**src/rtl/sps_pkg.sv**
```systemverilog
package sps_pkg;

    localparam int INIT_ENTRIES_DEF = 8;
    localparam int READ_BYTES_DEF   = 12;

    localparam int CFG_INDEX_W = 3;
    localparam int CFG_DATA_W  = 64;
    localparam int IDX_W       = 4;

    localparam logic [31:0] POWER_WAIT_MS    = 32'd25;
    localparam logic [31:0] READ_TIMEOUT_MS  = 32'd200;
    localparam logic [1:0]  SETUP_FAIL_LIMIT = 2'd3;
    localparam logic [1:0]  READ_FAIL_LIMIT  = 2'd2;
    localparam logic [7:0]  TABLE_END        = 8'hFF;

    typedef enum logic [3:0] {
        PH_IDLE      = 4'd0,
        PH_PWRWAIT   = 4'd1,
        PH_SETUP     = 4'd2,
        PH_SETUPWAIT = 4'd3,
        PH_RUN       = 4'd4,
        PH_ADDRWAIT  = 4'd5,
        PH_DATAWAIT  = 4'd6,
        PH_ERROR     = 4'd7,
        PH_BUSRESET  = 4'd8,
        PH_POWEROFF  = 4'd9
    } phase_t;

    typedef enum logic [1:0] {
        CMD_NONE  = 2'd0,
        CMD_WRITE = 2'd1,
        CMD_READ  = 2'd2,
        CMD_STOP  = 2'd3
    } bus_cmd_t;

    typedef enum logic [CFG_INDEX_W-1:0] {
        REG_DEVICE_ADDRESS       = 3'd0,
        REG_INIT_TABLE_LOW       = 3'd1,
        REG_INIT_TABLE_HIGH      = 3'd2,
        REG_READ_START_REGISTER  = 3'd3,
        REG_SAMPLE_INTERVAL_MS   = 3'd4,
        REG_IRQ_PRESENT          = 3'd5,
        REG_POWER_SWITCH_PRESENT = 3'd6
    } cfg_reg_t;

    typedef struct packed {
        logic [63:0] init_table_low;
        logic [63:0] init_table_high;
        logic [7:0]  read_start_register;
        logic [7:0]  sample_interval_ms;
        logic        irq_present;
        logic        power_switch_present;
    } cfg_t;

    typedef struct packed {
        logic        start_req;
        logic [31:0] now_ms;
        logic        bus_busy;
        logic        bus_error;
        logic        bus_result_ready;
        logic        irq_level;
    } poll_t;

    typedef struct packed {
        logic [3:0] phase;
        logic [1:0] bus_cmd;
        logic [3:0] bus_len;
        logic [7:0] bus_first_byte;
        logic [7:0] bus_second_byte;
        logic       clear_error;
        logic       take_result;
        logic       power_on;
        logic       filter_reset;
        logic       ready_res;
        logic       new_sample;
        logic       error_seen;
    } result_t;

endpackage

```
**src/rtl/sps_cfg_regs.sv**
```systemverilog
module sps_cfg_regs
    import sps_pkg::*;
(
    input  logic                   clk,
    input  logic                   rst_n,
    input  logic                   cfg_we,
    input  logic [CFG_INDEX_W-1:0] cfg_index,
    input  logic [CFG_DATA_W-1:0]  cfg_data,
    output cfg_t                   cfg
);

    cfg_t cfg_reg;
    cfg_t cfg_next;

    always_comb
    begin
        cfg_next = cfg_reg;
        if (cfg_we)
        begin
            unique case (cfg_index)
                REG_DEVICE_ADDRESS:
                begin
                    // address is used by the bus master only
                end
                REG_INIT_TABLE_LOW:       cfg_next.init_table_low       = cfg_data;
                REG_INIT_TABLE_HIGH:      cfg_next.init_table_high      = cfg_data;
                REG_READ_START_REGISTER:  cfg_next.read_start_register  = cfg_data[7:0];
                REG_SAMPLE_INTERVAL_MS:   cfg_next.sample_interval_ms   = cfg_data[7:0];
                REG_IRQ_PRESENT:          cfg_next.irq_present          = cfg_data[0];
                REG_POWER_SWITCH_PRESENT: cfg_next.power_switch_present = cfg_data[0];
                default:
                begin
                end
            endcase
        end
    end

    always_ff @(posedge clk or negedge rst_n)
    begin
        if (!rst_n)
        begin
            cfg_reg.init_table_low       <= '1;
            cfg_reg.init_table_high      <= '1;
            cfg_reg.read_start_register  <= 8'd34;
            cfg_reg.sample_interval_ms   <= 8'd9;
            cfg_reg.irq_present          <= 1'b1;
            cfg_reg.power_switch_present <= 1'b1;
        end
        else
        begin
            cfg_reg <= cfg_next;
        end
    end

    assign cfg = cfg_reg;

endmodule

```
**config.mk**
```make
export PLATFORM = sky130hd
export DESIGN_NAME = sps_cfg_regs
export DESIGN_NICKNAME = d
export VERILOG_FILES = /design/src/rtl/sps_pkg.sv /design/src/rtl/sps_cfg_regs.sv
export SDC_FILE = /design/constraint.sdc
export NUM_CORES = 1
export LEC_CHECK = 0
export ABC_AREA = 1
export BUFFER_PORTS_ARGS = -buffer_cell sky130_fd_sc_hd__buf_2
export CAP_MARGIN = 20
export CORE_UTILIZATION = 53
export DETAILED_ROUTE_END_ITERATION = 10
export GPL_TIMING_DRIVEN = 0
export PLACE_DENSITY = 0.85
export SYNTH_ARGS = -nofsm -noshare
export SYNTH_HDL_FRONTEND = slang
export SYNTH_SLANG_ARGS = --single-unit
```
**constraint.sdc**
```tcl
create_clock -name clk -period 2.04 [get_ports clk]
set_clock_uncertainty 0.2 [all_clocks]
set_input_delay 0.408 -clock clk [delete_from_list [all_inputs] [get_ports clk]]
set_output_delay 0.408 -clock clk [all_outputs]
set_load 0.02 [all_outputs]
```
== Word level (Yosys, flattened, before mapping) ==
Index checks and enable logic that the tools add are counted.

* Eq/ne operators: 6
* Reduce and logical (&&, ||, !) cells: 6

{| class="wikitable"
|+ Operator list
! operator !! count
|-
| $reduce_and A2 Y1 || 6
|-
| $eq A3 B3 Y1 const B || 3
|-
| $eq A3 B2 Y1 const B || 2
|-
| $eq A3 B1 Y1 const B || 1
|}

* Register bits: 146
* Input bits: 70
* Output and inout port bits: 146
* Logic and storage cells: 18

== Logic depth before layout (Yosys ltp) ==
* Word-level depth: 2
* Mapped depth: 6
* Depth with buffers taken out: 5

== Worst setup path after synthesis ==
OpenSTA, ideal clock, no wires.

* Path type: input to register
* Start point: input cfg_we
* End point: register cfg_reg (netlist bit cfg[10])
* Arrival time: 1044 ps
* Data required time: 1723 ps
* Path slack: 678 ps
* Cell stages on the path: 6
* Path buffers: 1
* Path through: inv_1 -> nor2_2 -> buf_2 -> nand2_1 -> nand2_1 -> nand2_1

* Word-level cells in the longest chain between the ends: 1

{| class="wikitable"
|+ RTL lines
! element !! line !! RTL
|-
| start, declared || sps_cfg_regs.sv:6 || <nowiki>input logic cfg_we,</nowiki>
|-
| $reduce_and A2 Y1 (no source line) || n/a ||
|-
| end signal, assigned || sps_cfg_regs.sv:51 || <nowiki>cfg_reg <= cfg_next;</nowiki>
|-
| end, declared || sps_cfg_regs.sv:12 || <nowiki>cfg_t cfg_reg;</nowiki>
|}

Every way passes these cells.
A chain may end at the register's enable or synchronous reset.

== Final worst setup path ==
* Start point: register cfg_reg (netlist bit cfg[96])
* End point: output cfg[96] (netlist bit)

{| class="wikitable"
|+ RTL lines
! element !! line !! RTL
|-
| end, declared || sps_cfg_regs.sv:9 || <nowiki>output cfg_t cfg</nowiki>
|}

No word-level cell between the ends.

==> Flow_metrics.wiki <==
{| class="wikitable"
! Metric !! Value
|-
| Distinct cell type count of the synthesized netlist || 13
|-
| Yosys synthesis warning count || 0
|-
| Die span in x || 108 um
|-
| Worst EP required || 1430 ps
|-
| Clock slew seen by the registers of the worst setup and hold paths || 60 ps
|-
| Global-route wire length before repair || 28300 um
|-
| Clock power share || 0.327
|-
| Worst skew pair latency || 530 ps
|-
| Tightest Pin Transition || 652 ps
|-
| Die Y-Extent || 108 um
|-
| Endpoint type of the worst setup path || output port
|-
| Total Die Area || 0.0117 mm2
|-
| Combinational power share || 0.240
|-
| Syn_area_per_cell || 9.29 um2
|-
| Worst-path maximum fanout || 2
|-
| XOR/XNOR share of the synthesized area || 0
|-
| Power share of the sequential group || 0.433
|-
| Placement Rows || 38
|-
| Total met3 wirelength after detailed routing || 1190 um
|-
| Endpoint arrival time on the critical path || 1250 ps
|-
| Total global-route track usage || 0.318
|-
| Portion of the clock cycle consumed by the worst path in the final layout || 0.911
|-
| Total overflow reported by the global router || 0
|-
| Library cell occupying the most area in the post-synthesis netlist || sky130_fd_sc_hd__dfstp_2
|-
| Cell type group with the largest total delay on the critical path || flip-flops
|-
| Number of buffer cells added on primary ports || 215
|-
| Simple-gate share of the synthesized area || 0.318
|-
| Worst setup path category || reg2out
|-
| Most common cell after layout, fill and taps aside || sky130_fd_sc_hd__nand2_1
|-
| Placer's final routability congestion estimate || 0.832
|-
| Vias per inst || 5.34
|-
| Area growth, synth to finish || 42.2%
|-
| Maximum buffer depth of the clock tree || 2
|-
| Worst IR Drop VDD || 785 uV
|-
| P_sw || 3050 uW
|-
| Category of the worst setup path launch point || register
|-
| Post-Route WL || 18000 um
|-
| Synth top area cells || sky130_fd_sc_hd__dfstp_2 59%, sky130_fd_sc_hd__nand2_1 19%, sky130_fd_sc_hd__nand3_1 12%
|-
| Share of synthesized cell area in full adder, half adder and majority cells || 0
|-
| Synthesized net count || 713
|-
| CTS tree || built
|-
| Sequential fraction of the synthesis area || 0.640
|-
| Met1 Wirelength || 7120 um
|-
| Metal2 WL || 8960 um
|-
| Syn Std Cell Area || 0.00597 mm2
|-
| Area inside the core boundary || 0.0109 mm2
|-
| Number of buffers created by CTS || 17
|-
| Router iterations before antenna repair || 5
|-
| Clk sinks || 146
|-
| Post-synthesis cell count || 643
|-
| Delay of the slowest critical-path stage || 550 ps
|-
| Fraction of synthesized cell area taken by the top area cell type || 0.590
|-
| Fin. Hold Viols || 0
|-
| Largest net degree at the start of global routing || 75
|-
| Max Freq || 0.538 GHz
|-
| Smallest hold slack || 87.8 ps
|-
| Number of antenna repair diodes || 0
|-
| Starting Density || 0.548
|-
| Non-Filler Instances || 1096
|-
| Final routed DRC violation total || 0
|-
| Final period demand of the worst path || 1860 ps
|-
| Max reg flops || 146
|-
| Leakage component of the power || 0.00449 uW
|-
| Internal power || 6430 uW
|-
| Switching share of power || 0.322
|-
| Number of slew-limit violations in the final report || 0
|-
| Clock root buffer || sky130_fd_sc_hd__clkbuf_8
|-
| Total non-filler cell area in the finished layout || 0.00849 mm2
|-
| Synthesis-stage register bit count || 146
|-
| Number of max-cap violations || 0
|-
| Iteration-0 DRC count of the detailed router || 475
|-
| Initial antenna violation count || 0
|-
| Number of setup violations in the final report || 0
|-
| Htree depth || 4
|-
| Buf/Inv on CP || 1
|-
| Final #Nets || 1013
|-
| Worst max-slew margin expressed relative to the limit || 0.565
|-
| Synth Area in Compound Gates || 0
|-
| Uppermost signal routing layer after detailed routing || met4
|-
| Residual antenna-violating net count after detailed routing || 0
|-
| Vias post-DR || 5853
|-
| DP Wirelength || 10900 um
|-
| Number of global-route vias before repair || 5749
|-
| Share of cell area taken by muxes after synthesis || 0
|-
| List of cells traversed by the critical path || buf_2
|-
| Slowest cell on the critical path || sky130_fd_sc_hd__dfstp_2
|-
| Fraction of final layout cells sized beyond drive strength 1 || 0.449
|-
| Status || completed
|-
| Placed instance area || 0.00726 mm2
|-
| Wire length per cell || 16.5 um
|-
| Count of placed standard cells including taps || 999
|-
| Main combinational cell family by area after synthesis || simple AND/OR/NAND/NOR gates
|-
| Post CTS Setup Buffer Count || 0
|-
| Unrepaired setup endpoints after global routing || false
|-
| Power per unit of standard cell area || 1120 mW/mm2
|-
| Commonest cells after routing, fill and taps aside || 298 x sky130_fd_sc_hd__nand2_1, 245 x sky130_fd_sc_hd__buf_2, 146 x sky130_fd_sc_hd__nand3_1
|-
| Path type of the worst min-delay path || in2reg
|-
| Total I/O pin count || 216
|}
[cells by family after synthesis]
group,Yosys count
buffers and inverters,47
flip-flops,146
AND/OR/NAND/NOR,450
[area by class of cell]
class	instances	area, um2
sequential	146	3820
fill	681	2400
multi-input combinational	450	1900
timing repair buffer	281	1760
clock buffer	19	422
buffer	42	234
tap	140	175
clock inverter	13	161
inverter	5	18.8
[stage by stage]
stage	util	worst slack (ps)	TNS, ps	power [uW]
finish	0.780	182	0	9480
global route	0.780	159	0	9880
CTS	0.780	181	0	9460
detailed placement	0.666	339	0	6260
global placement	0.663	-1530	-118850	6200
floorplan	-	678	0	5390
[timing repair]
item / 4_1_cts / 5_1_grt
gates resized for setup: 0 / 0
hold buffers: 65 / 0
hold endpoints to repair: 158 / 0
[cell usage after synthesis (all sizes together)]
| cell type | instances |
|---|---|
| dfstp | 134 |
| dfrtp | 12 |
| buf | 41 |
| nand2 | 300 |
| nand3 | 146 |
| inv | 4 |
| nor2 | 4 |
| clkbuf | 1 |
| clkinv | 1 |
[worst register-to-register path, cell delays in order (launching register included)]
cell                      delay [ps]
sky130_fd_sc_hd__dfstp_2         550
sky130_fd_sc_hd__nand2_1          60
sky130_fd_sc_hd__nand2_1          80
[layer usage]
| layer | global-route usage | vias to the layer above |
|---|---|---|
| met4 | 0.184 | 0 |
| met1 | 0.399 | 2797 |
| met2 | 0.513 | 319 |
| met3 | 0.0627 | 69 |
| li1 | - | 2668 |
| met5 | 0 | - |
[power groups by stage]
stage | Combinational, uW | Clock, uW | Sequential, uW
floorplan | 544 | 0 | 4850
global placement | 2100 | 0 | 4090
detailed placement | 2150 | 0 | 4110
CTS | 2260 | 3120 | 4080
global route | 2460 | 3260 | 4170
finish | 2280 | 3100 | 4100
[final timing paths]
kind	startpoint	end	slack [ps]	cells past startpoint
max	cfg[96]$_DFFE_PN1P_	cfg[96]	180	1
min	cfg_index[1]	cfg[5]$_DFFE_PN1P_	90	4
max reg2reg	cfg[118]$_DFFE_PN1P_	cfg[118]$_DFFE_PN1P_	1090	2
min reg2reg	cfg[23]$_DFFE_PN1P_	cfg[23]$_DFFE_PN1P_	260	2
max in group asynchronous	rst_n	cfg[112]$_DFFE_PN1P_	560	3
min in group asynchronous	rst_n	cfg[3]$_DFFE_PN0P_	280	2
Note: power is estimated with default switching activity, not from simulation.
