File: config.mk
export PLATFORM = sky130hd
export DESIGN_NAME = sps_core
export DESIGN_NICKNAME = d
export VERILOG_FILES = /design/src/rtl/sps_pkg.sv /design/src/rtl/sps_core.sv
export SDC_FILE = /design/constraint.sdc
export NUM_CORES = 1
export LEC_CHECK = 0
export ABC_AREA = 1
export BUFFER_PORTS_ARGS = -buffer_cell sky130_fd_sc_hd__buf_2
export CELL_PAD_IN_SITES_DETAIL_PLACEMENT = 1
export CELL_PAD_IN_SITES_GLOBAL_PLACEMENT = 1
export CORE_MARGIN = 4
export CORE_UTILIZATION = 43
export CTS_BUF_LIST = sky130_fd_sc_hd__clkbuf_8
export CTS_CLUSTER_DIAMETER = 40
export DETAILED_ROUTE_END_ITERATION = 7
export PLACE_DENSITY_LB_ADDON = 0.15
export RECOVER_POWER = 25
export SLEW_MARGIN = 20
export SYNTH_ARGS = -nofsm -noshare
export SYNTH_HDL_FRONTEND = slang
export SYNTH_SLANG_ARGS = --single-unit
File: constraint.sdc
create_clock -name clk -period 10.1 [get_ports clk]
set_input_delay 2.02 -clock clk [delete_from_list [all_inputs] [get_ports clk]]
set_output_delay 2.02 -clock clk [all_outputs]
set_load 0.03 [all_outputs]
File: src/rtl/sps_pkg.sv
package sps_pkg;

    localparam int INIT_ENTRIES_DEF = 8;
    localparam int READ_BYTES_DEF   = 12;

    localparam int CFG_INDEX_W = 3;
    localparam int CFG_DATA_W  = 64;
    localparam int IDX_W       = 4;

    localparam logic [31:0] POWER_WAIT_MS    = 32'd25;
    localparam logic [31:0] READ_TIMEOUT_MS  = 32'd200;
    localparam logic [1:0]  SETUP_FAIL_LIMIT = 2'd3;
    localparam logic [1:0]  READ_FAIL_LIMIT  = 2'd2;
    localparam logic [7:0]  TABLE_END        = 8'hFF;

    typedef enum logic [3:0] {
        PH_IDLE      = 4'd0,
        PH_PWRWAIT   = 4'd1,
        PH_SETUP     = 4'd2,
        PH_SETUPWAIT = 4'd3,
        PH_RUN       = 4'd4,
        PH_ADDRWAIT  = 4'd5,
        PH_DATAWAIT  = 4'd6,
        PH_ERROR     = 4'd7,
        PH_BUSRESET  = 4'd8,
        PH_POWEROFF  = 4'd9
    } phase_t;

    typedef enum logic [1:0] {
        CMD_NONE  = 2'd0,
        CMD_WRITE = 2'd1,
        CMD_READ  = 2'd2,
        CMD_STOP  = 2'd3
    } bus_cmd_t;

    typedef enum logic [CFG_INDEX_W-1:0] {
        REG_DEVICE_ADDRESS       = 3'd0,
        REG_INIT_TABLE_LOW       = 3'd1,
        REG_INIT_TABLE_HIGH      = 3'd2,
        REG_READ_START_REGISTER  = 3'd3,
        REG_SAMPLE_INTERVAL_MS   = 3'd4,
        REG_IRQ_PRESENT          = 3'd5,
        REG_POWER_SWITCH_PRESENT = 3'd6
    } cfg_reg_t;

    typedef struct packed {
        logic [63:0] init_table_low;
        logic [63:0] init_table_high;
        logic [7:0]  read_start_register;
        logic [7:0]  sample_interval_ms;
        logic        irq_present;
        logic        power_switch_present;
    } cfg_t;

    typedef struct packed {
        logic        start_req;
        logic [31:0] now_ms;
        logic        bus_busy;
        logic        bus_error;
        logic        bus_result_ready;
        logic        irq_level;
    } poll_t;

    typedef struct packed {
        logic [3:0] phase;
        logic [1:0] bus_cmd;
        logic [3:0] bus_len;
        logic [7:0] bus_first_byte;
        logic [7:0] bus_second_byte;
        logic       clear_error;
        logic       take_result;
        logic       power_on;
        logic       filter_reset;
        logic       ready_res;
        logic       new_sample;
        logic       error_seen;
    } result_t;

endpackage

File: src/rtl/sps_core.sv
module sps_core
    import sps_pkg::*;
#(
    parameter int INIT_ENTRIES = INIT_ENTRIES_DEF,
    parameter int READ_BYTES   = READ_BYTES_DEF
)
(
    input  logic    clk,
    input  logic    rst_n,
    input  logic    accept,
    input  poll_t   poll_word,
    input  cfg_t    cfg,
    output result_t res
);

    localparam logic [IDX_W-1:0] LAST_IDX = IDX_W'(INIT_ENTRIES);
    localparam logic [3:0]       READ_LEN = 4'(READ_BYTES % 16);

    phase_t           mode_reg,        mode_next;
    logic [31:0]      power_time_reg,  power_time_next;
    logic [31:0]      sample_time_reg, sample_time_next;
    logic [IDX_W-1:0] init_index_reg,  init_index_next;
    logic [1:0]       rfc_reg,         rfc_next;
    logic [1:0]       sfc_reg,         sfc_next;
    logic             power_reg,       power_next;
    logic             ready_reg,       ready_next;
    logic             error_reg,       error_next;

    logic [15:0]  entry;
    logic [31:0]  power_elapsed;
    logic [31:0]  sample_elapsed;
    logic [31:0]  interval_m1;
    logic         go;
    logic         ok;
    logic [127:0] table_word;

    always_comb
    begin
        table_word = {cfg.init_table_high, cfg.init_table_low};
        if (init_index_reg >= LAST_IDX || init_index_reg[3])
            entry = {TABLE_END, 8'hFF};
        else
            entry = table_word[{init_index_reg[2:0], 4'd0} +: 16];
    end

    assign power_elapsed  = poll_word.now_ms - power_time_reg;
    assign sample_elapsed = poll_word.now_ms - sample_time_reg;
    assign interval_m1    = {24'd0, cfg.sample_interval_ms} - 32'd1;
    // interrupt may fire one ms early
    assign go = (sample_elapsed >= {24'd0, cfg.sample_interval_ms})
             || (cfg.irq_present && poll_word.irq_level && sample_elapsed >= interval_m1);

    always_comb
    begin
        mode_next        = mode_reg;
        power_time_next  = power_time_reg;
        sample_time_next = sample_time_reg;
        init_index_next  = init_index_reg;
        rfc_next         = rfc_reg;
        sfc_next         = sfc_reg;
        power_next       = power_reg;
        ready_next       = ready_reg;
        error_next       = error_reg;
        ok               = 1'b0;

        res = '0;

        if (poll_word.start_req)
        begin
            if (cfg.power_switch_present)
                power_next = 1'b1;
            mode_next       = PH_PWRWAIT;
            power_time_next = poll_word.now_ms;
            init_index_next = '0;
        end
        else
        begin
            unique case (mode_reg) inside
                PH_PWRWAIT:
                begin
                    if (power_elapsed >= POWER_WAIT_MS)
                    begin
                        mode_next       = PH_SETUP;
                        init_index_next = '0;
                    end
                end
                PH_SETUP:
                begin
                    res.filter_reset = 1'b1;
                    rfc_next         = '0;
                    if (entry[15:8] == TABLE_END)
                    begin
                        ready_next       = 1'b1;
                        mode_next        = PH_RUN;
                        sample_time_next = poll_word.now_ms;
                    end
                    else
                    begin
                        res.bus_cmd         = CMD_WRITE;
                        res.bus_len         = 4'd2;
                        res.bus_first_byte  = entry[15:8];
                        res.bus_second_byte = entry[7:0];
                        mode_next           = PH_SETUPWAIT;
                    end
                end
                PH_SETUPWAIT:
                begin
                    if (!poll_word.bus_busy)
                    begin
                        if (!poll_word.bus_error)
                        begin
                            if (init_index_reg < LAST_IDX)
                                init_index_next = init_index_reg + IDX_W'(1);
                        end
                        else
                        begin
                            res.clear_error = 1'b1;
                            init_index_next = '0;
                            if (sfc_reg < SETUP_FAIL_LIMIT)
                                sfc_next = sfc_reg + 2'd1;
                            error_next = 1'b1;
                        end
                        mode_next = (sfc_next < SETUP_FAIL_LIMIT) ? PH_SETUP : PH_ERROR;
                    end
                end
                PH_RUN:
                begin
                    if (go)
                    begin
                        sample_time_next   = poll_word.now_ms;
                        res.bus_cmd        = CMD_WRITE;
                        res.bus_len        = 4'd1;
                        res.bus_first_byte = cfg.read_start_register;
                        mode_next          = PH_ADDRWAIT;
                    end
                end
                PH_ADDRWAIT, PH_DATAWAIT:
                begin
                    if (mode_reg == PH_ADDRWAIT)
                    begin
                        if (!poll_word.bus_busy && !poll_word.bus_error)
                        begin
                            res.bus_cmd = CMD_READ;
                            res.bus_len = READ_LEN;
                            mode_next   = PH_DATAWAIT;
                            ok          = 1'b1;
                        end
                    end
                    else if (poll_word.bus_result_ready)
                    begin
                        rfc_next        = '0;
                        mode_next       = PH_RUN;
                        res.take_result = 1'b1;
                        res.new_sample  = 1'b1;
                        ok              = 1'b1;
                    end
                    if (!ok && sample_elapsed >= READ_TIMEOUT_MS)
                    begin
                        res.clear_error = 1'b1;
                        if (rfc_reg < READ_FAIL_LIMIT)
                        begin
                            rfc_next  = rfc_reg + 2'd1;
                            mode_next = PH_RUN;
                        end
                        else
                        begin
                            mode_next = PH_ERROR;
                        end
                    end
                end
                PH_ERROR:
                begin
                    error_next      = 1'b1;
                    init_index_next = '0;
                    mode_next       = PH_BUSRESET;
                    power_time_next = poll_word.now_ms;
                    res.bus_cmd     = CMD_STOP;
                end
                PH_BUSRESET:
                begin
                    if (!poll_word.bus_busy)
                    begin
                        power_time_next = poll_word.now_ms;
                        if (cfg.power_switch_present)
                        begin
                            mode_next  = PH_POWEROFF;
                            power_next = 1'b0;
                        end
                        else
                        begin
                            mode_next = PH_PWRWAIT;
                        end
                    end
                end
                PH_POWEROFF:
                begin
                    if (power_elapsed >= POWER_WAIT_MS)
                    begin
                        power_time_next = poll_word.now_ms;
                        power_next      = 1'b1;
                        mode_next       = PH_PWRWAIT;
                    end
                end
                default:
                begin
                end
            endcase
        end

        res.phase      = mode_next;
        res.power_on   = power_next;
        res.ready_res  = ready_next;
        res.error_seen = error_next;
    end

    always_ff @(posedge clk or negedge rst_n)
    begin
        if (!rst_n)
        begin
            mode_reg        <= PH_IDLE;
            power_time_reg  <= '0;
            sample_time_reg <= '0;
            init_index_reg  <= '0;
            rfc_reg         <= '0;
            sfc_reg         <= '0;
            power_reg       <= 1'b0;
            ready_reg       <= 1'b0;
            error_reg       <= 1'b0;
        end
        else if (accept)
        begin
            mode_reg        <= mode_next;
            power_time_reg  <= power_time_next;
            sample_time_reg <= sample_time_next;
            init_index_reg  <= init_index_next;
            rfc_reg         <= rfc_next;
            sfc_reg         <= sfc_next;
            power_reg       <= power_next;
            ready_reg       <= ready_next;
            error_reg       <= error_next;
        end
    end

endmodule

Yosys cells after proc, flatten, opt, wreduce, memory -nomap -nowiden
Index checks and enable logic that the tools add are counted.

word-level totals
  input bits = 186
  output and inout port bits = 33
  word-level logic and storage cells = 138
  register bits after elaboration = 79

cells by class
  $lt $le $gt $ge = 9
  bitwise logic cells = 2
  reduce and logical (&&, ||, !) cells = 19
  equal/unequal tests = 17
  mux-type cells = 75
  $add $sub $neg = 6
  shift-type cells = 1

operators by type and width
  kind                   count
  $mux W32               5
  $shiftx A128 B8 Y16    1
  $pmux W32 S3           1
  $mux W4                16
  $pmux W32 S2           1
  $sub A32 B32 Y32       2
  $ge A32 B32 Y1         1
  $ge A32 B5 Y1 const B  1
  $ge A32 B8 Y1          1
  $ge A32 B8 Y1 const B  1
  $pmux W4 S8            1
  $mux W1                24
  $mux W24               1
  $pmux W4 S3            2
  $mux W21               1
  $mux W2                10
  $eq A4 B3 Y1 const B   4
  $mux W16               1
  $pmux W8 S2            1
  $mux W13               1
  $mux W6                2
  $reduce_and A5 Y1      2
  $ne A3 B3 Y1 const B   3
  $sub A8 B1 Y9 const B  1
  other kinds (27)       45

Longest topological paths before layout
Gate-level depths: netlist (run 1).

  depth in word-level cells = 11
  gate-level depth with buffers = 32
  mapped depth without buffers = 32

Least setup slack after synthesis (run 1)
OpenSTA, ideal clock, no wires.

  kind = input to output
  from = input port cfg[2] in the netlist's numbering
  to = output port res[15] in the netlist's numbering
  cell stages on the path = 18
  data arrival time = 5218 ps
  buffers on the path = 0
  data required time = 8080 ps
  path slack = 2862 ps
  cells stage by stage = inv_1 -> ha_1 -> nand3_1 -> nor3_1 -> nand3_1 -> ha_1 -> nand4_1 -> inv_1 -> nand2_1 -> nor4_1 -> nand3_1 -> nand3_1 -> nand2_1 -> inv_1 -> nor2_2 -> nand2_2 -> nand3_1 -> a21oi_1

RTL lines
  what             line            source
  start, declared  sps_core.sv:12  input cfg_t cfg,
  end, declared    sps_core.sv:13  output result_t res

==> impl_results.md, run 1 <==
- Crit path arrival time: about 6.2 ns
- Worst Skew: ~0.017 ns
- Comb pwr share: ~77%
- Post_cts resized: 0
- Hold Crit Class: reg -> reg
- Post-Synth Adder-Cell Area: a little under an eighth
- Final core occ: 49.55%
- Worst setup SP type: primary input
- CP max-delay cell: nand3_1
- Hold path cells: 2
- H-Tree Depth: 3
- CP cell instances: buf_2 > inv_1 > ha_1 > nand3_1 > nor3_1 > nand3_1 > ha_1 > a21oi_1 > o21ai_0 > nand2_1 > o211ai_1 > a21oi_1 > nand3_1 > nand2_1 > inv_1 > nor2_2 > nand2_2 > nand2_2 > nand3_1 > nor2_1 > nand3_1 > buf_2
- CTS tree: yes
- First-pass GRT wire length: roughly 67 mm
- Post-synthesis sequential area ratio: between 10% and 20%
- Layout cell share with drive strength beyond 1: around 15%
- Routed WL: between 40 and 50 mm
- Nets: 2,486
- Status: finished with violations
- FILL cells: roughly 3,900
- Syn-to-layout area delta: 12.50%
- Worst Max-Slew Pin Slew: 4.253 ns
- Initial Utilization: around 44%
- Xor-xnor portion of the synthesized cell area: 1.734%
- Via count: approximately 14,000
- Static leakage: 0.007455 uW
- Post-Place Setup Slack: roughly 1.9 ns
- R2r endpoint: sample_time_reg[11]$_DFFE_PN0P_
- Die height: 171.8 um
- Sequential Power Share: between 10% and 20%
- PD cells: about 250 nW/um2
- Number of DRC markers in iteration 0: roughly 670
- Antenna Nets Post-Route: 0
- Setup Viol. Count Final: 0
- Slowest stage delay, CP: slightly below 0.8 ns
- RSZ-0062 raised after global routing: false
- VDD IR-drop max: between 0.0001 and 0.00015 V
- Number of failing hold endpoints at the final stage: 0
- Simple-gate area share of the yosys netlist: a little under two fifths
- Yosys cell types: 47
- Buf/Inv on CP: 4
- Largest net degree at the start of global routing: 87
- Largest family of logic cells by synthesized area: simple AND/OR/NAND/NOR gates
- Port Buffer Count: roughly 220
- Die area: between 20,000 and 30,000 um2
- Final instance area: about 13,000 um2
- Complex-gate fraction of the synthesized area: between 10% and 20%
- RePlAce Congestion: 0.9117
- Crit Path Category: in -> out
- Core Rows: between 50 and 60
- Sinks on Clock Net: 79
- Initial antenna violation count: 9
- Post-DR vias/cell: roughly 5.3
- Worst R2R Path Depth: 24
- Max transition margin: -183.6%
- Reg-to-reg slack, setup: 5.35 ns
- RR Startpoint: sample_time_reg[10]$_DFFE_PN0P_
- Vias in the first global route: around 14,000
- Post-synthesis mux area share: 0%
- DR pass1 iterations: 4
- Total GRT Usage: between 20 and 30%
- Die W: about 170 um
- Synth Area per Inst: about 5.7 um2
- Clock buffer depth: 2
- Num CTS Buffers: 9
- #FFs+latches synth: 79
- CP Capture Type: output pin
- Max Cap Violations: 1
- Ys Warns: 0
- Hold path endpoint: ready_reg$_DFFE_PN0P_
- Clk pin slew, worst setup/hold paths: ~0.090 ns
- Top cell by count, worst path: nand3_1
- Fin cells: approximately 2,500
- Internal Power: between 1000 and 1500 uW
- CORE AREA: ~26,000 um2
- GRT Residual Overflow: 0
- Clock root buffer: clkbuf_8
- Post-route setup TNS: 0 ns
- # hold bufs at CTS: 0
- CP required: 8.08 ns
- Fmax: 121.5 MHz
- Clk_lat worst skew: roughly 0.38 ns
- Placed Instances: about 2,500
- Pins Over Slew Limit: between 70 and 80
- Final Worst Setup Slack: 1.869 ns
- Placed cell area: around 13,000 um2
- DR DRC count: 0
- Hpwl dp: around 36 mm
- HP Start: ready_reg$_DFFE_PN0P_
- Mapped cell area: between 10,000 and 15,000 um2
- Top cell family by delay on the critical path: simple AND/OR/NAND/NOR gates
- Net Switching: between 1500 and 2000 uW
- Syn Inst Count: between 2,000 and 2,500
- Failing checks: capacitance limit, slew limit
- Synth Net Count: ~2,300
- Wire per inst: ~17 um
- Post-route minimum period: 8.231 ns
- Switching share of power: about 57%
- Tcrit/Tclk final: approximately four fifths
- CP Max Fanout: 24
- Clock power share: about 6.6%
- I/O pin cnt: around 220
- Setup Fix Bufs, Post-CTS: 0
worst max path at each step:
stage	from	to	cells after the start
6_report	cfg[2]	res[29]	22
5_1_grt	cfg[2]	res[29]	22
4_1_cts	cfg[2]	res[29]	22
3_5_place_dp	cfg[2]	res[29]	22
3_3_place_gp	cfg[2]	res[29]	22
2_1_floorplan	cfg[2]	res[15]	18
cells in the final DEF (no fill, tap or decap), types with 10 or more instances in the layout:
cell / instances
nor2_1: 173
nand3b_1: 10
nand2_2: 29
a21oi_1: 140
inv_1: 368
o21ai_2: 33
diode_2: 13
o21ai_0: 73
dfrtp_1: 78
nand3_1: 141
buf_2: 217
o21ai_1: 25
nand2_1: 626
nor2_2: 10
ha_1: 105
nand4_1: 28
xor2_1: 16
nor3_1: 27
synthesized netlist by cell type (all sizes together):
master,n,share of area [%]
o2111ai,1,0.23
a21o,2,0.13
o211ai,3,0.20
a311oi,8,0.61
inv,377,12
ha,105,11
nor4,3,0.16
clkinv,6,0.20
dfrtp,79,17
a41oi,1,0.076
xor2,17,1.4
nand3,142,6.2
buf,33,2.1
or2,1,0.054
o41ai,1,0.076
o21bai,4,0.26
a22oi,1,0.065
o21ai,131,6.8
nor2,183,6.2
a2111oi,2,0.15
a31oi,4,0.22
a221o,5,0.43
o22ai,2,0.11
clkbuf,14,0.46
a21oi,140,6.1
nand2,657,22
a221oi,9,0.68
a21boi,3,0.20
nor3,28,1.3
and2,1,0.054
fa,2,0.35
nand3b,10,0.65
xnor2,5,0.38
nand4,28,1.5
power by group through the flow:
stage,Clock (uW),Combinational [uW],Sequential (uW)
2_1_floorplan,0,1880,503
3_3_place_gp,0,2400,519
3_5_place_dp,0,2520,529
4_1_cts,221,2540,525
5_1_grt,237,2910,543
6_report,216,2530,526
tightest hold or removal path: stages, from the launching register on:
cell and delay [ns]:
dfrtp_1 0.33, inv_1 0.04, o21ai_0 0.06
cells by family after synthesis:
logic type                 after synthesis
AOI/OAI and AO/OA                      317
xor gates and xnor gates                22
adders and majority gates              107
buffers and inverters                  430
DFF                                     79
and+or+nand+nor                       1053
final cells by class:
| class | instances | area, um2 | area share (%) |
|---|---|---|---|
| inverter | 383 | 1438 | 11.07 |
| multi-input combinational | 1499 | 7838 | 60.36 |
| tap | 335 | 419.2 | 3.228 |
| clock inverter | 7 | 47.55 | 0.3662 |
| timing repair buffer | 221 | 1109 | 8.537 |
| antenna | 13 | 32.53 | 0.2505 |
| clock buffer | 9 | 123.9 | 0.9539 |
| sequential | 79 | 1978 | 15.23 |
through the flow:
| step | hold slack (ns) | power, uW |
|---|---|---|
| final | 0.4709 | 3271 |
| after floorplan | 0.4241 | 2384 |
| after global routing | 0.5141 | 3688 |
| after detailed placement | 0.4500 | 3047 |
| after global placement | 0.4372 | 2918 |
| after CTS | 0.4740 | 3281 |
layer usage:
layer | wire [um] | global-route usage [%] | vias to the layer above | share of wire [%]
met4 | 1313 | 9.979 | 0 | 3.1
met5 | 0 | 0 | - | 0
li1 | - | - | 6755 | -
met3 | 1518 | 3.149 | 76 | 3.5
met1 | 19540 | 37.15 | 6440 | 45
met2 | 20660 | 47.44 | 256 | 48
(Power assumes the default switching activity.)
==> run 2, diff against run 1 <==
- CORE_UTILIZATION: 43 -> 40
- clock period: 10.1 -> 7.6 ns (I/O delays scaled with it)
==> impl_results.md, run 2 (synthesis gave the netlist of run 1 again) <==
- Status: finished with violations
- Failing checks: capacitance limit, slew limit
- Clk pin slew, worst setup/hold paths: around 0.080 ns
- CP required: around 6.1 ns
- CP max-delay cell: fa_1
- Static leakage: roughly 0.0075 uW
- Max transition margin: -103.5%
- Placed Instances: approximately 2,600
- Hold Crit Class: reg -> reg
- Placed cell area: 12,840 um2
- Worst Max-Slew Pin Slew: a little over 3 ns
- Vias in the first global route: roughly 14,000
- RePlAce Congestion: ~0.94
- Number of failing hold endpoints at the final stage: 0
- Nets: roughly 2,500
- Post-DR vias/cell: slightly above 5
- Num CTS Buffers: 9
- Sinks on Clock Net: 79
- Routed WL: 43.65 mm
- Pins Over Slew Limit: between 80 and 90
- Die height: between 150 and 200 um
- Port Buffer Count: between 200 and 250
- Total GRT Usage: between 20% and 30%
- Post-Place Setup Slack: 0.5881 ns
- VDD IR-drop max: approximately 0.00019 V
- Fin cells: ~2,600
- Max Cap Violations: 2
- I/O pin cnt: 219
- Core Rows: a little over 60
- CP Max Fanout: 9
- Tcrit/Tclk final: 92.48%
- Fmax: approximately 140 MHz
- RSZ-0062 raised after global routing: false
- Clock buffer depth: 2
- Hold_ws: roughly 0.5 ns
- Worst Skew: 0.02336 ns
- Initial Utilization: approximately 40%
- H-Tree Depth: 3
- Final instance area: ~13,000 um2
- Largest net degree at the start of global routing: 65
- Antenna Nets Post-Route: 0
- Wire per inst: around 17 um
- Hpwl dp: between 30 and 40 mm
- Post-route minimum period: about 7 ns
- Initial antenna violation count: 5
- Most frequent cells in the layout: nand2_1 (626), inv_1 (369), buf_2 (216), nor2_1 (173), nand3_1 (141)
- Post-route setup TNS: 0 ns
- GRT Residual Overflow: 0
- Syn-to-layout area delta: 12.86%
- Layout cell share with drive strength beyond 1: 14.64%
- PD cells: between 300 and 400 nW/um2
- Crit path arrival time: 5.51 ns
- Number of DRC markers in iteration 0: 626
- # hold bufs at CTS: 0
- DR pass1 iterations: 5
- Final Worst Setup Slack: about 0.57 ns
- Die area: between 30,000 and 40,000 um2
- Top cell by count, worst path: nand2_1
- DR DRC count: 0
- Slowest stage delay, CP: approximately 0.44 ns
- Most common cell after layout, fill and taps aside: nand2_1
- CP Capture Type: output pin
- Clk_lat worst skew: approximately 0.39 ns
- Die W: approximately 180 um
- Worst setup SP type: primary input
- Via count: 13,396
- Crit Path Category: in -> out
- Setup Fix Bufs, Post-CTS: 0
- First-pass GRT wire length: just under 70 mm
- CORE AREA: 28,090 um2
- CTS tree: yes
- Post_cts resized: 0
- Clock root buffer: clkbuf_8
- Setup Viol. Count Final: 0
run 2: where the power goes:
part / switching, uW / total, uW / internal, uW
sequential: 123 / 706 / 583
combinational: 2210 / 3360 / 1150
clock: 179 / 298 / 119
run 2: metal layers:
metal  vias to the layer above  wire length [um]  track usage (%)
met5                         -                 0                0
met4                         0              1055            7.348
met3                        74              1103            1.960
met2                       219             21210            46.54
met1                      6353             20270            35.59
li1                       6750                 -                -
run 2: layout make-up:
| class | count | area [um2] |
|---|---|---|
| Fill cell | 4153 | 15060 |
| Multi-Input combinational cell | 1499 | 7838 |
| Sequential cell | 79 | 1978 |
| Inverter | 383 | 1438 |
| Timing Repair Buffer | 222 | 1115 |
| Tap cell | 378 | 473.0 |
| Clock buffer | 9 | 123.9 |
| Clock inverter | 7 | 46.29 |
| Antenna cell | 6 | 15.01 |
run 2: worst paths after layout:
kind | from | to | slack (ns) | cells after the start
max | poll_word[4] | res[29] | 0.57 | 30
min | sample_time_reg[25]$_DFFE_PN0P_ | sample_time_reg[25]$_DFFE_PN0P_ | 0.49 | 2
max reg2reg | sample_time_reg[19]$_DFFE_PN0P_ | sample_time_reg[10]$_DFFE_PN0P_ | 2.94 | 25
min reg2reg | sample_time_reg[25]$_DFFE_PN0P_ | sample_time_reg[25]$_DFFE_PN0P_ | 0.49 | 2
max in group asynchronous | rst_n | init_index_reg[0]$_DFFE_PN0P_ | 2.26 | 2
min in group asynchronous | rst_n | power_time_reg[1]$_DFFE_PN0P_ | 1.50 | 1
run 2: critical path, delay by kind of cell:
| kind | cells | cell delay [ns] |
|---|---|---|
| fa+ha+maj | 3 | 0.94 |
| buf+inv | 5 | 0.61 |
| xor+xnor | 1 | 0.17 |
| compound gates | 2 | 0.24 |
| simple gates | 19 | 2.02 |
run 2: through the flow:
stage               power, uW  util, %
CTS                      4375    46.34
global route             4917    46.38
finish                   4367    46.38
global placement         3896    45.73
floorplan                3168        -
detailed placement       4054    45.73
